===== src/rtl/egd_pkg.sv =====
package egd_pkg;

    // Field widths
    localparam int unsigned TIME_W     = 32;
    localparam int unsigned CFG_W      = 16;
    localparam int unsigned VOL_W      = 7;
    localparam int unsigned ACC_W      = 4;
    localparam int unsigned DETENT_W   = 3;
    localparam int unsigned RAPID_W    = 4;
    localparam int unsigned CFG_IDX_W  = 3;
    localparam int unsigned IN_DATA_W  = 40;
    localparam int unsigned OUT_DATA_W = 24;

    // Volume range and reset level
    localparam logic [VOL_W-1:0] VOL_MAX   = 7'd100;
    localparam logic [VOL_W-1:0] VOL_RESET = 7'd50;

    // Configuration reset values
    localparam logic [CFG_W-1:0]    DBL_CLICK_RST    = 16'd300;
    localparam logic [CFG_W-1:0]    LONG_PRESS_RST   = 16'd2000;
    localparam logic [CFG_W-1:0]    RAPID_CLICK_RST  = 16'd500;
    localparam logic [RAPID_W-1:0]  RAPID_TARGET_RST = 4'd5;
    localparam logic [DETENT_W-1:0] DETENT_RST       = 3'd2;
    localparam logic [CFG_W-1:0]    BLINK_HALF_RST   = 16'd500;

    // Register indexes on the configuration port
    typedef enum logic [CFG_IDX_W-1:0] {
        CFG_DBL_CLICK    = 3'd0,
        CFG_LONG_PRESS   = 3'd1,
        CFG_RAPID_CLICK  = 3'd2,
        CFG_RAPID_TARGET = 3'd3,
        CFG_DETENT       = 3'd4,
        CFG_BLINK_HALF   = 3'd5
    } cfg_idx_t;

    // Seek event codes
    typedef enum logic [1:0] {
        SEEK_NONE = 2'd0,
        SEEK_FWD  = 2'd1,
        SEEK_REW  = 2'd2
    } seek_t;

    // Menu step codes (two's complement)
    localparam logic [1:0] STEP_NONE = 2'b00;
    localparam logic [1:0] STEP_UP   = 2'b01;
    localparam logic [1:0] STEP_DOWN = 2'b11;

    typedef struct packed {
        logic [CFG_W-1:0]    dbl_click_ms;
        logic [CFG_W-1:0]    long_press_ms;
        logic [CFG_W-1:0]    rapid_click_ms;
        logic [RAPID_W-1:0]  rapid_click_target;
        logic [DETENT_W-1:0] detent_counts;
        logic [CFG_W-1:0]    blink_half_period_ms;
    } cfg_t;

    // Button status shared with the encoder and LED logic
    typedef struct packed {
        logic pressed;
        logic press_edge;
    } btn_stat_t;

    typedef struct packed {
        logic [TIME_W-1:0] now_ms;
        logic              clk_level;
        logic              dt_level;
        logic              button_level;
        logic              in_menu;
        logic              at_top_menu;
    } sample_t;

    typedef struct packed {
        logic              led_on;
        logic              display_toggle;
        logic              single_click;
        logic              dbl_click;
        logic              exit_to_main;
        logic              play_toggle;
        logic              volume_changed;
        logic [VOL_W-1:0]  volume_level;
        seek_t             seek_event;
        logic [1:0]        menu_step;
    } result_t;

    // Magnitude of a detent accumulator (range -7..7)
    function automatic logic [DETENT_W-1:0] acc_mag(input logic signed [ACC_W-1:0] v);
        logic signed [ACC_W-1:0] neg;
        neg = -v;
        return v[ACC_W-1] ? neg[DETENT_W-1:0] : v[DETENT_W-1:0];
    endfunction

endpackage


===== src/rtl/egd_rotary.sv =====
module egd_rotary (
    input  logic                           clk,
    input  logic                           rst_n,
    input  logic                           step_en,
    input  logic                           clk_level,
    input  logic                           dt_level,
    input  logic                           in_menu,
    input  egd_pkg::btn_stat_t             btn,
    input  logic [egd_pkg::DETENT_W-1:0]   detent_counts,
    output logic [1:0]                     menu_step,
    output egd_pkg::seek_t                 seek_event,
    output logic [egd_pkg::VOL_W-1:0]      volume_level,
    output logic                           volume_changed,
    output logic                           seek_mode_turn
);
    import egd_pkg::*;

    logic                    prev_clk_reg,   prev_clk_next;
    logic                    seek_mode_reg,  seek_mode_next;
    logic signed [ACC_W-1:0] menu_accum_reg, menu_accum_next;
    logic signed [ACC_W-1:0] seek_accum_reg, seek_accum_next;
    logic [VOL_W-1:0]        volume_reg,     volume_next;

    logic                    turn;
    logic                    dir_up;
    logic signed [ACC_W-1:0] delta;
    logic signed [ACC_W-1:0] menu_sum;
    logic signed [ACC_W-1:0] seek_sum;
    logic                    menu_hit;
    logic                    seek_hit;

    // Edge detect and detent accumulation
    assign turn     = clk_level != prev_clk_reg;
    assign dir_up   = dt_level != clk_level;
    assign delta    = dir_up ? 4'sd1 : -4'sd1;
    assign menu_sum = menu_accum_reg + delta;
    assign seek_sum = seek_accum_reg + delta;
    assign menu_hit = acc_mag(menu_sum) >= detent_counts;
    assign seek_hit = acc_mag(seek_sum) >= detent_counts;

    // Turn handling: menu step, seek or volume
    always_comb
    begin
        menu_accum_next = menu_accum_reg;
        seek_accum_next = seek_accum_reg;
        volume_next     = volume_reg;
        seek_mode_turn  = seek_mode_reg;
        menu_step       = STEP_NONE;
        seek_event      = SEEK_NONE;
        volume_changed  = 1'b0;
        if (turn)
        begin
            if (in_menu)
            begin
                menu_accum_next = menu_sum;
                if (menu_hit)
                begin
                    menu_step       = (menu_sum > 4'sd0) ? STEP_UP : STEP_DOWN;
                    menu_accum_next = '0;
                end
            end
            else if (btn.pressed)
            begin
                seek_mode_turn  = 1'b1;
                seek_accum_next = seek_sum;
                if (seek_hit)
                begin
                    seek_event      = (seek_sum > 4'sd0) ? SEEK_FWD : SEEK_REW;
                    seek_accum_next = '0;
                end
            end
            else
            begin
                seek_accum_next = '0;
                seek_mode_turn  = 1'b0;
                if (dir_up)
                begin
                    if (volume_reg < VOL_MAX)
                        volume_next = volume_reg + 7'd1;
                end
                else if (volume_reg != '0)
                begin
                    volume_next = volume_reg - 7'd1;
                end
                volume_changed = 1'b1;
            end
        end
    end

    // A new press ends seek mode, even after a turn in the same sample
    assign seek_mode_next = btn.press_edge ? 1'b0 : seek_mode_turn;
    assign prev_clk_next  = clk_level;
    assign volume_level   = volume_next;

    always_ff @(posedge clk or negedge rst_n)
    begin
        if (!rst_n)
        begin
            prev_clk_reg   <= 1'b1;
            seek_mode_reg  <= 1'b0;
            menu_accum_reg <= '0;
            seek_accum_reg <= '0;
            volume_reg     <= VOL_RESET;
        end
        else if (step_en)
        begin
            prev_clk_reg   <= prev_clk_next;
            seek_mode_reg  <= seek_mode_next;
            menu_accum_reg <= menu_accum_next;
            seek_accum_reg <= seek_accum_next;
            volume_reg     <= volume_next;
        end
    end

    a_volume_range: assert property (@(posedge clk) disable iff (!rst_n)
        volume_reg <= VOL_MAX)
        else $error("volume out of range");

    a_menu_accum_range: assert property (@(posedge clk) disable iff (!rst_n)
        menu_accum_reg != {1'b1, {(ACC_W-1){1'b0}}})
        else $error("menu accumulator overflow");

    a_seek_accum_range: assert property (@(posedge clk) disable iff (!rst_n)
        seek_accum_reg != {1'b1, {(ACC_W-1){1'b0}}})
        else $error("seek accumulator overflow");

endmodule


===== src/rtl/egd_button.sv =====
module egd_button (
    input  logic                          clk,
    input  logic                          rst_n,
    input  logic                          step_en,
    input  logic [egd_pkg::TIME_W-1:0]    now_ms,
    input  logic                          button_level,
    input  logic                          in_menu,
    input  logic                          at_top_menu,
    input  logic                          seek_mode_turn,
    input  egd_pkg::cfg_t                 cfg,
    output egd_pkg::btn_stat_t            btn,
    output logic                          play_toggle,
    output logic                          exit_to_main,
    output logic                          dbl_click,
    output logic                          single_click,
    output logic                          display_toggle
);
    import egd_pkg::*;

    logic               prev_button_reg,   prev_button_next;
    logic [TIME_W-1:0]  press_start_reg,   press_start_next;
    logic               long_done_reg,     long_done_next;
    logic               click_pending_reg, click_pending_next;
    logic [TIME_W-1:0]  click_time_reg,    click_time_next;
    logic [RAPID_W-1:0] rapid_count_reg,   rapid_count_next;
    logic [TIME_W-1:0]  last_rapid_reg,    last_rapid_next;

    logic [TIME_W-1:0]  held;
    logic [TIME_W-1:0]  since_click;
    logic [TIME_W-1:0]  since_rapid;
    logic [TIME_W-1:0]  dbl_win;
    logic [TIME_W-1:0]  long_win;
    logic [TIME_W-1:0]  rapid_win;
    logic [RAPID_W-1:0] rapid_base;
    logic [RAPID_W-1:0] rapid_inc;
    logic               click_new;

    assign btn.pressed    = !button_level;
    assign btn.press_edge = !button_level && prev_button_reg;

    // Elapsed times, modulo 2^32
    assign held        = now_ms - press_start_reg;
    assign since_click = now_ms - click_time_reg;
    assign since_rapid = now_ms - last_rapid_reg;
    assign dbl_win     = {{(TIME_W-CFG_W){1'b0}}, cfg.dbl_click_ms};
    assign long_win    = {{(TIME_W-CFG_W){1'b0}}, cfg.long_press_ms};
    assign rapid_win   = {{(TIME_W-CFG_W){1'b0}}, cfg.rapid_click_ms};

    // Rapid run counter restarts after a long gap
    assign rapid_base = (since_rapid > rapid_win) ? '0 : rapid_count_reg;
    assign rapid_inc  = rapid_base + 4'd1;

    // Press, release and click window
    always_comb
    begin
        press_start_next   = press_start_reg;
        long_done_next     = long_done_reg;
        click_pending_next = click_pending_reg;
        click_time_next    = click_time_reg;
        rapid_count_next   = rapid_count_reg;
        last_rapid_next    = last_rapid_reg;
        click_new          = 1'b0;
        play_toggle        = 1'b0;
        exit_to_main       = 1'b0;
        dbl_click          = 1'b0;
        single_click       = 1'b0;
        display_toggle     = 1'b0;

        if (btn.pressed)
        begin
            if (btn.press_edge)
            begin
                press_start_next = now_ms;
                long_done_next   = 1'b0;
            end
            else if (!long_done_reg && !seek_mode_turn && (held > long_win))
            begin
                if (in_menu && !at_top_menu)
                    exit_to_main = 1'b1;
                else
                    play_toggle = 1'b1;
                long_done_next = 1'b1;
            end
        end
        else if (!prev_button_reg)
        begin
            // release of a short press
            if (!long_done_reg && (held <= dbl_win))
            begin
                if (click_pending_reg && (since_click < dbl_win))
                begin
                    click_pending_next = 1'b0;
                    dbl_click          = 1'b1;
                end
                else
                begin
                    click_pending_next = 1'b1;
                    click_time_next    = now_ms;
                    click_new          = 1'b1;
                end
                last_rapid_next = now_ms;
                if (rapid_inc >= cfg.rapid_click_target)
                begin
                    display_toggle   = 1'b1;
                    rapid_count_next = '0;
                end
                else
                begin
                    rapid_count_next = rapid_inc;
                end
            end
        end

        // Pending click expires; a click taken this sample has zero age
        if (click_pending_next && !click_new && (since_click > dbl_win))
        begin
            click_pending_next = 1'b0;
            single_click       = in_menu;
        end
    end

    assign prev_button_next = button_level;

    always_ff @(posedge clk or negedge rst_n)
    begin
        if (!rst_n)
        begin
            prev_button_reg   <= 1'b1;
            press_start_reg   <= '0;
            long_done_reg     <= 1'b0;
            click_pending_reg <= 1'b0;
            click_time_reg    <= '0;
            rapid_count_reg   <= '0;
            last_rapid_reg    <= '0;
        end
        else if (step_en)
        begin
            prev_button_reg   <= prev_button_next;
            press_start_reg   <= press_start_next;
            long_done_reg     <= long_done_next;
            click_pending_reg <= click_pending_next;
            click_time_reg    <= click_time_next;
            rapid_count_reg   <= rapid_count_next;
            last_rapid_reg    <= last_rapid_next;
        end
    end

    a_long_excl: assert property (@(posedge clk) disable iff (!rst_n)
        !(play_toggle && exit_to_main))
        else $error("play toggle and menu exit together");

    a_long_once: assert property (@(posedge clk) disable iff (!rst_n)
        (step_en && (play_toggle || exit_to_main)) |=> long_done_reg)
        else $error("long press not latched");

    a_click_kinds: assert property (@(posedge clk) disable iff (!rst_n)
        !(dbl_click && single_click))
        else $error("single and double click together");

endmodule


===== src/rtl/egd_led.sv =====
module egd_led (
    input  logic                         clk,
    input  logic                         rst_n,
    input  logic                         step_en,
    input  logic [egd_pkg::TIME_W-1:0]   now_ms,
    input  egd_pkg::btn_stat_t           btn,
    input  logic [egd_pkg::CFG_W-1:0]    blink_half_period_ms,
    output logic                         led_on
);
    import egd_pkg::*;

    logic              flashing_reg,  flashing_next;
    logic              led_state_reg, led_state_next;
    logic [TIME_W-1:0] toggle_reg,    toggle_next;
    logic [TIME_W-1:0] since_toggle;

    assign since_toggle = now_ms - toggle_reg;

    // Blink while held, steady on when released
    always_comb
    begin
        flashing_next  = flashing_reg;
        led_state_next = led_state_reg;
        toggle_next    = toggle_reg;
        if (btn.pressed)
        begin
            if (!flashing_reg)
            begin
                flashing_next  = 1'b1;
                led_state_next = 1'b0;
                toggle_next    = now_ms;
            end
            else if (since_toggle >= {{(TIME_W-CFG_W){1'b0}}, blink_half_period_ms})
            begin
                led_state_next = !led_state_reg;
                toggle_next    = now_ms;
            end
        end
        else if (flashing_reg)
        begin
            flashing_next  = 1'b0;
            led_state_next = 1'b1;
        end
    end

    assign led_on = led_state_next;

    always_ff @(posedge clk or negedge rst_n)
    begin
        if (!rst_n)
        begin
            flashing_reg  <= 1'b0;
            led_state_reg <= 1'b1;
            toggle_reg    <= '0;
        end
        else if (step_en)
        begin
            flashing_reg  <= flashing_next;
            led_state_reg <= led_state_next;
            toggle_reg    <= toggle_next;
        end
    end

    a_led_idle_on: assert property (@(posedge clk) disable iff (!rst_n)
        !flashing_reg |-> led_state_reg)
        else $error("LED off while not flashing");

    a_led_start: assert property (@(posedge clk) disable iff (!rst_n)
        (step_en && btn.pressed && !flashing_reg) |=> (flashing_reg && !led_state_reg))
        else $error("blink did not start");

    a_led_release: assert property (@(posedge clk) disable iff (!rst_n)
        (step_en && !btn.pressed) |=> (!flashing_reg && led_state_reg))
        else $error("LED not restored on release");

endmodule


===== src/rtl/encoder_button_gesture_decoder.sv =====
// Rotary encoder and push button gesture decoder. Each transaction on the
// input stream is one pin sample with its millisecond timestamp; each sample
// yields exactly one result transaction carrying the menu step, seek event,
// volume, button gestures and LED level. The sample is registered on accept
// and its full state update (encoder detents, volume, press timing, click
// windows, rapid click run, LED blink) is resolved into the result register
// once that slot is free, so a result is presented from the result register,
// and one sample is taken every clock while the output side keeps up.
// A stalled output holds one result and one sample in the input register
// before tready drops. Configuration writes take effect at once and are meant
// to be made while no transaction is in flight.
module encoder_button_gesture_decoder (
    input  logic                               clk,
    input  logic                               rst_n,
    // configuration write port
    input  logic                               cfg_we,
    input  logic [egd_pkg::CFG_IDX_W-1:0]      cfg_index,
    input  logic [egd_pkg::CFG_W-1:0]          cfg_data,
    // sample stream
    input  logic                               s_tvalid,
    output logic                               s_tready,
    // now_ms[31:0], clk_level, dt_level, button_level, in_menu, at_top_menu, zero pad
    input  logic [egd_pkg::IN_DATA_W-1:0]      s_tdata,
    // result stream
    output logic                               m_tvalid,
    input  logic                               m_tready,
    // menu_step[1:0], seek_event[1:0], volume_level[6:0], volume_changed,
    // play_toggle, exit_to_main, dbl_click, single_click, display_toggle,
    // led_on, zero pad
    output logic [egd_pkg::OUT_DATA_W-1:0]     m_tdata
);
    import egd_pkg::*;

    cfg_t      cfg_reg;
    logic      in_valid_reg,  in_valid_next;
    sample_t   sample_reg;
    logic      out_valid_reg, out_valid_next;
    result_t   result_reg;
    result_t   result_next;

    logic      in_load;
    logic      advance;
    btn_stat_t btn;
    logic      seek_mode_turn;
    logic [1:0] menu_step;
    seek_t     seek_event;

    // Configuration registers
    always_ff @(posedge clk or negedge rst_n)
    begin
        if (!rst_n)
        begin
            cfg_reg.dbl_click_ms         <= DBL_CLICK_RST;
            cfg_reg.long_press_ms        <= LONG_PRESS_RST;
            cfg_reg.rapid_click_ms       <= RAPID_CLICK_RST;
            cfg_reg.rapid_click_target   <= RAPID_TARGET_RST;
            cfg_reg.detent_counts        <= DETENT_RST;
            cfg_reg.blink_half_period_ms <= BLINK_HALF_RST;
        end
        else if (cfg_we)
        begin
            case (cfg_idx_t'(cfg_index))
                CFG_DBL_CLICK:    cfg_reg.dbl_click_ms         <= cfg_data;
                CFG_LONG_PRESS:   cfg_reg.long_press_ms        <= cfg_data;
                CFG_RAPID_CLICK:  cfg_reg.rapid_click_ms       <= cfg_data;
                CFG_RAPID_TARGET: cfg_reg.rapid_click_target   <= cfg_data[RAPID_W-1:0];
                CFG_DETENT:       cfg_reg.detent_counts        <= cfg_data[DETENT_W-1:0];
                CFG_BLINK_HALF:   cfg_reg.blink_half_period_ms <= cfg_data;
                default: ;
            endcase
        end
    end

    // Handshake: sample moves to the result register when that slot frees up
    assign advance        = in_valid_reg && (!out_valid_reg || m_tready);
    assign s_tready       = !in_valid_reg || advance;
    assign in_load        = s_tvalid && s_tready;
    assign in_valid_next  = in_load ? 1'b1 : (advance ? 1'b0 : in_valid_reg);
    assign out_valid_next = advance ? 1'b1 : (m_tready ? 1'b0 : out_valid_reg);

    always_ff @(posedge clk or negedge rst_n)
    begin
        if (!rst_n)
        begin
            in_valid_reg  <= 1'b0;
            out_valid_reg <= 1'b0;
        end
        else
        begin
            in_valid_reg  <= in_valid_next;
            out_valid_reg <= out_valid_next;
        end
    end

    // Input register
    always_ff @(posedge clk)
    begin
        if (in_load)
        begin
            sample_reg.now_ms       <= s_tdata[TIME_W-1:0];
            sample_reg.clk_level    <= s_tdata[TIME_W];
            sample_reg.dt_level     <= s_tdata[TIME_W+1];
            sample_reg.button_level <= s_tdata[TIME_W+2];
            sample_reg.in_menu      <= s_tdata[TIME_W+3];
            sample_reg.at_top_menu  <= s_tdata[TIME_W+4];
        end
    end

    egd_rotary u_rotary (
        .clk            (clk),
        .rst_n          (rst_n),
        .step_en        (advance),
        .clk_level      (sample_reg.clk_level),
        .dt_level       (sample_reg.dt_level),
        .in_menu        (sample_reg.in_menu),
        .btn            (btn),
        .detent_counts  (cfg_reg.detent_counts),
        .menu_step      (menu_step),
        .seek_event     (seek_event),
        .volume_level   (result_next.volume_level),
        .volume_changed (result_next.volume_changed),
        .seek_mode_turn (seek_mode_turn)
    );

    egd_button u_button (
        .clk            (clk),
        .rst_n          (rst_n),
        .step_en        (advance),
        .now_ms         (sample_reg.now_ms),
        .button_level   (sample_reg.button_level),
        .in_menu        (sample_reg.in_menu),
        .at_top_menu    (sample_reg.at_top_menu),
        .seek_mode_turn (seek_mode_turn),
        .cfg            (cfg_reg),
        .btn            (btn),
        .play_toggle    (result_next.play_toggle),
        .exit_to_main   (result_next.exit_to_main),
        .dbl_click      (result_next.dbl_click),
        .single_click   (result_next.single_click),
        .display_toggle (result_next.display_toggle)
    );

    egd_led u_led (
        .clk                  (clk),
        .rst_n                (rst_n),
        .step_en              (advance),
        .now_ms               (sample_reg.now_ms),
        .btn                  (btn),
        .blink_half_period_ms (cfg_reg.blink_half_period_ms),
        .led_on               (result_next.led_on)
    );

    assign result_next.menu_step  = menu_step;
    assign result_next.seek_event = seek_event;

    // Result register
    always_ff @(posedge clk)
    begin
        if (advance)
            result_reg <= result_next;
    end

    assign m_tvalid = out_valid_reg;
    assign m_tdata  = {{(OUT_DATA_W-$bits(result_t)){1'b0}}, result_reg};

    a_sample_held: assert property (@(posedge clk) disable iff (!rst_n)
        (in_valid_reg && !advance) |=> in_valid_reg)
        else $error("pending sample dropped");

    a_ready_full: assert property (@(posedge clk) disable iff (!rst_n)
        !s_tready |-> (in_valid_reg && out_valid_reg && !m_tready))
        else $error("input stalled with room available");

    a_result_follows: assert property (@(posedge clk) disable iff (!rst_n)
        advance |=> out_valid_reg)
        else $error("advanced sample produced no result");

endmodule


===== config.mk =====
export PLATFORM = sky130hd
export DESIGN_NAME = encoder_button_gesture_decoder
export DESIGN_NICKNAME = d
export VERILOG_FILES = /design/src/rtl/egd_pkg.sv /design/src/rtl/egd_rotary.sv /design/src/rtl/egd_button.sv /design/src/rtl/egd_led.sv /design/src/rtl/encoder_button_gesture_decoder.sv
export SDC_FILE = /design/constraint.sdc
export NUM_CORES = 1
export LEC_CHECK = 0
export BUFFER_PORTS_ARGS = -buffer_cell sky130_fd_sc_hd__buf_2
export CAP_MARGIN = 20
export CORE_ASPECT_RATIO = 1.2
export CORE_MARGIN = 3
export CORE_UTILIZATION = 37
export CTS_BUF_LIST = sky130_fd_sc_hd__clkbuf_8
export DETAILED_ROUTE_END_ITERATION = 7
export GPL_TIMING_DRIVEN = 0
export HOLD_SLACK_MARGIN = 0.1
export MAX_ROUTING_LAYER = met4
export SYNTH_ARGS = -nofsm -noshare
export SYNTH_HDL_FRONTEND = slang
export SYNTH_SLANG_ARGS = --single-unit

===== constraint.sdc =====
create_clock -name clk -period 5.17 [get_ports clk]
set_input_delay 0.2585 -clock clk [delete_from_list [all_inputs] [get_ports clk]]
set_output_delay 0.2585 -clock clk [all_outputs]
set_load 0.01 [all_outputs]

### Word level (Yosys, flattened, before mapping)

Index checks and enable logic that the tools add are counted.
W data, S select, Z words.

| operators by class | value |
|---|---|
| magnitude comparators | 12 |
| bitwise gates (word level) | 8 |
| equality and inequality tests | 8 |
| add/subtract/negate cells | 11 |
| muxes and demuxes | 45 |
| reduce and logical (&&, ||, !) cells | 43 |

Operators with widths:

| cell | count |
|---|---|
| $sub A32 B32 Y32 | 4 |
| $gt A32 B16 Y1 | 3 |
| $mux W32 | 2 |
| $mux W7 | 6 |
| $ge A32 B16 Y1 | 1 |
| $le A32 B16 Y1 | 1 |
| $lt A32 B16 Y1 | 1 |
| $mux W1 | 27 |
| $mux W4 | 6 |
| $reduce_and A3 Y1 | 6 |
| $reduce_and A2 Y1 | 6 |
| $logic_and A1 B1 Y1 | 10 |
| $add A4 B4 Y4 | 2 |
| $gt A4 B1 Y1 const B | 2 |
| $logic_not A1 Y1 | 8 |
| $not A1 Y1 | 8 |
| $add A7 B1 Y7 const B | 1 |
| $lt A7 B7 Y1 const B | 1 |
| $reduce_bool A7 Y1 | 1 |
| $sub A7 B1 Y7 const B | 1 |
| $eq A3 B2 Y1 const B | 2 |
| $eq A3 B3 Y1 const B | 2 |
| $ge A3 B3 Y1 | 2 |
| $mux W3 | 2 |
| other kinds (15) | 22 |

| storage, ports and cells | value |
|---|---|
| input bits | 64 |
| word-level logic and storage cells | 166 |
| register bits | 282 |
| output and inout bits | 26 |

### Longest topological paths before layout

| logic depth | value |
|---|---|
| depth in word-level cells | 11 |
| gate-level depth with buffers | 30 |

### Modules after synthesis

Synthesis repeated with hierarchy kept, for this count alone.

| unflattened totals | value |
|---|---|
| cells, all modules | 2532 |
| area, all modules | 22869.4 µm² |

Modules (own cells, without submodules):

| module | area each (µm²) | cells an instance | instances | sequential area each (µm²) |
|---|---|---|---|---|
| egd_button | 11984.0 | 1482 | 1 | 2578.7 |
| encoder_button_gesture_decoder | 4550.6 | 224 | 1 | 3509.6 |
| egd_led | 4367.9 | 574 | 1 | 852.1 |
| egd_rotary | 1966.9 | 252 | 1 | 430.4 |

### Least setup slack after synthesis

Ideal clock, no wire load.

| timing | value |
|---|---|
| kind | register -> register |
| from | reg, netlist name sample_reg[7] |
| to | reg u_button.rapid_count_reg[3] |
| stages on the path, launching flop included | 30 |
| path slack | -0.454 ns |
| period minus slack after synthesis | 5.624 ns |
| data arrival time | 5.559 ns |
| library setup time | 0.064 ns |
| path buffers | 0 |
| cell sequence | edfxtp_1 -> ha_1 -> o211ai_1 -> a21oi_1 -> nor2b_1 -> o21bai_1 -> a21oi_1 -> nor2b_1 -> o21ai_0 -> nand2b_1 -> xor2_1 -> ha_1 -> a21oi_1 -> o21ai_0 -> a221o_1 -> a31oi_1 -> o2111ai_1 -> nor3_1 -> nand4_1 -> nor4b_1 -> nor4bb_1 -> and2_1 -> ha_1 -> ha_1 -> a21o_1 -> a21o_1 -> a21oi_1 -> and3_1 -> a22o_1 -> a31o_2 |

| on the way | value |
|---|---|
| cells in the longest elaborated chain, start to end | 6 |
| elaborated cells between the ends (all ways) | 10 |
| classes of those cells | 3 x add/sub; 3 x order compare; 2 x mux; 2 x reduce/logical |

RTL lines:

| item | line | source |
|---|---|---|
| $sub A32 B32 Y32 | egd_button.sv:44 | `assign since_rapid = now_ms - last_rapid_reg;` |
| $gt A32 B16 Y1 | egd_button.sv:50 | `assign rapid_base = (since_rapid > rapid_win) ? '0 : rapid_count_reg;` |
| $mux W4 | egd_button.sv:50 |  |
| $add A4 B1 Y4 | egd_button.sv:51 | `assign rapid_inc = rapid_base + 4'd1;` |
| $ge A4 B4 Y1 | egd_button.sv:102 | `if (rapid_inc >= cfg.rapid_click_target)` |
| $mux W4 | egd_button.sv:102 |  |
| end signal, assigned | egd_button.sv:143 | `rapid_count_reg <= rapid_count_next;` |
| end, declared | egd_button.sv:25 | `logic [RAPID_W-1:0] rapid_count_reg, rapid_count_next;` |

Parallel ways exist; a longest one is shown, timed or not.
A chain may end at the register's enable or synchronous reset.

### Worst setup path in the final report

| timing | value |
|---|---|
| from | reg, netlist name sample_reg[7] |
| to | reg u_button.rapid_count_reg[2] |

| on the way | value |
|---|---|
| cells in the longest elaborated chain, start to end | 6 |
| elaborated cells between the ends (all ways) | 10 |
| classes of those cells | 3 x add/sub; 3 x order compare; 2 x mux; 2 x reduce/logical |

RTL lines:

| item | line |
|---|---|
| $sub A32 B32 Y32 | egd_button.sv:44 |
| $gt A32 B16 Y1 | egd_button.sv:50 |
| $mux W4 | egd_button.sv:50 |
| $add A4 B1 Y4 | egd_button.sv:51 |
| $ge A4 B4 Y1 | egd_button.sv:102 |
| $mux W4 | egd_button.sv:102 |

Parallel ways exist; a longest one is shown, timed or not.

==> impl_metrics.env <==
export IMPL_status="complete, but fails checks"
export IMPL_violations="setup timing"
export IMPL_ys_top_cells_by_count="229 x inv_1, 224 x ha_1, 218 x nand2_1, 196 x dfrtp_1, 168 x a21oi_1"
export IMPL_dp_hpwl_mm=50.0
export IMPL_worst_r2r_setup_slack_ns=-0.73
export IMPL_antenna_found_initial=2
export IMPL_clkSinkCount=282
export IMPL_cp_common_cell="ha_4"
export IMPL_grt_ovfl_total=0
export IMPL_synth_top_area_share=0.228
export IMPL_drt_initial_drc_count=1232
export IMPL_sw_frac_of_total=0.411
export IMPL_synth_edf_count=55
export IMPL_min_path_type="in2async"
export IMPL_gp_congestion=0.957
export IMPL_fp_dieW_um=226
export IMPL_report_final_slew_viol_count=0
export IMPL_netlist_top_cells_area="dfrtp_1 23%, ha_1 13%, edfxtp_1 7.7%"
export IMPL_max_cap_viol_count=0
export IMPL_p_leak_nw=11.7
export IMPL_synth_most_common_cell="inv_1"
export IMPL_core_area_um2=57400
export IMPL_r2r_end="u_button.rapid_count_reg[2]"
export IMPL_setup_ws_ns=-0.726
export IMPL_drive_gt1_frac=0.209
export IMPL_grt_pass1_wl_mm=103
export IMPL_numCtsBuffers=52
export IMPL_vias=18800
export IMPL_fp_dieH_um=270
export IMPL_path_max_fanout=4
export IMPL_critPathSlowestCell="edfxtp_1"
export IMPL_setup_viol=102
export IMPL_syn_inst=2344
export IMPL_power_density_nw_per_um2=383
export IMPL_via_per_inst=5.50
export IMPL_grt_pass1_vias=18400
export IMPL_clkPwrFrac=0.208
export IMPL_fin_nets=2932
export IMPL_finalCritPeriodShare=1.14
export IMPL_portBuffers=80
export IMPL_syn_area_um2=21600
export IMPL_dp_slack_ns=-1.76
export IMPL_fin_worst_skew_ns=0.0461
export IMPL_cp_slowest_stage_delay_ns=0.50
export IMPL_critPathLaunch="sample_reg[7]"
export IMPL_grt_usage=0.220
export IMPL_min_period_ns=5.90
export IMPL_largest_reg_flops=71
export IMPL_avgSynthCellArea_um2=9.19
export IMPL_utilization=0.461
export IMPL_post_drt_wl_per_cell_um=19.8
export IMPL_yosys_most_used_dff="dfrtp_1"
export IMPL_htreeDepth=2
export IMPL_tightest_slew_ns=0.934
export IMPL_hold_viol_final=0
export IMPL_p_seq_frac=0.292
export IMPL_intPower_mw=5.97
export IMPL_std_cell_rows=96
export IMPL_die_area_um2=61200
export IMPL_antenna_left=0
export IMPL_initial_core_util=0.375
export IMPL_ys_warn_count=0
export IMPL_cts_tree="done"
export IMPL_synth_top_area_cell="dfrtp_1"
export IMPL_max_freq_mhz=170
export IMPL_drc=0
export IMPL_drt_total_wl_mm=67.7
export IMPL_endpoint_kind="flip-flop"
export IMPL_clk_path_buf_depth=3
export IMPL_rsz0062_at_grt="true"
export IMPL_arrival_ns=6.47
export IMPL_cp_required_ns=5.74
export IMPL_async_flop_share=0.805
export IMPL_area_growth_pct=22.7
export IMPL_insertion_delay_ns=0.68
export IMPL_startpoint_type="flip-flop"
export IMPL_slew_headroom=0.372
export IMPL_cts_root_buf="clkbuf_8"
export IMPL_ys_types=94
export IMPL_switchingPower_mw=4.17
export IMPL_irDropWorstVdd_mv=0.187
export IMPL_grt_max_degree=119
export IMPL_pwr_share_comb=0.500
export IMPL_clk_pin_slew_ns=0.06
export IMPL_io_pins=90
export IMPL_worstSetupPathType="reg2reg"
export IMPL_n_fill_cell=5465
export IMPL_ys_seq_area_frac=0.342
export IMPL_ff2ff_path_depth=31
export IMPL_r2r_start="sample_reg[7]"
export IMPL_first_pass_iters=5
export IMPL_synth_seq_cells=282
## cells in the final DEF, fill, tap and decap left out, types with 60 or more instances in the layout
master / count
buf_4: 61
dfrtp_1: 196
nor2_1: 108
clkbuf_8: 62
xnor2_1: 62
o21ai_0: 137
a21oi_1: 154
inv_1: 250
mux2_4: 60
buf_2: 87
mux2_2: 87
nand2_1: 214
ha_1: 204
dlygate4sd3_1: 65
## timing repair
action / CTS / global route
endpoints found under the hold margin: 219 / 0
pin swaps: 49 / 24
endpoints found under the setup margin: 105 / 104
hold buffers: 65 / 0
cloned: 3 / 7
setup buffers: 70 / 15
resized for setup: 107 / 102
## worst max path at each step
| stage | end | slack [ns] |
|---|---|---|
| after detailed placement | u_button.rapid_count_reg[3] | -1.76 |
| after global routing | u_button.rapid_count_reg[2] | -1.01 |
| after floorplan | u_button.rapid_count_reg[3] | -0.08 |
| final | u_button.rapid_count_reg[2] | -0.73 |
| after CTS | u_button.rapid_count_reg[2] | -0.74 |
| after global placement | u_button.rapid_count_reg[3] | -1.66 |
## cells by family (layout without fill, tap and decap cells)
kind of cell,count (synthesis),after routing,synth area share
simple gates,636,636,0.148
fa+ha+maj,230,230,0.136
mux,159,159,0.0874
buf+inv,312,645,0.0575
compound gates,621,621,0.187
xor+xnor,103,103,0.0419
flops,282,282,0.342
other cells,1,7,0.000174
## power by group through the flow
stage                     Sequential (mW)  Combinational, mW  Clock [mW]
after floorplan                      2.93               3.42           0
after global placement               3.00               4.46           0
after detailed placement             3.01               4.56           0
after CTS                            2.96               4.93        2.18
after global routing                 3.01               5.63        2.29
final                                2.96               5.07        2.11
## final cells by class
class | instances | area (µm²) | area share
clock inverter | 36 | 169 | 0.00639
antenna | 1 | 2.50 | 0.0000946
multi-input combinational | 1755 | 13700 | 0.518
sequential | 282 | 7370 | 0.279
inverter | 230 | 866 | 0.0327
clock buffer | 62 | 853 | 0.0323
tap | 735 | 920 | 0.0348
timing repair buffer | 241 | 2140 | 0.0809
buffer | 76 | 437 | 0.0165
## metal layers
| metal | track usage | up-vias | wire [µm] |
|---|---|---|---|
| li1 | - | 9068 | - |
| met1 | 0.267 | 9121 | 28900 |
| met2 | 0.354 | 478 | 32200 |
| met3 | 0.0326 | 140 | 3090 |
| met4 | 0.113 | 0 | 3540 |
| met5 | - | - | 0 |
## worst max-delay path: cells and delay by family (launching register included)
family	cells	cell delay (ns)
AOI/OAI and AO/OA	14	2.45
buffers and inverters	2	0.33
xor gates and xnor gates	1	0.14
DFF	1	0.50
adders and majority gates	4	1.03
and+or+nand+nor	10	1.37
## stage by stage
stage	cell area [µm²]	hold WS, ns	instances	power, mW	TNS [ns]
global route	26400	0.249	3418	10.9	-48.60
floorplan	21700	-0.0371	2349	6.36	-0.111
detailed placement	23100	0.336	3170	7.57	-100.14
global placement	23000	0.436	3164	7.46	-153.93
finish	26400	0.203	3418	10.1	-30.61
CTS	25900	0.239	3404	10.1	-13.45
Note: power is estimated with default switching activity, not from simulation.
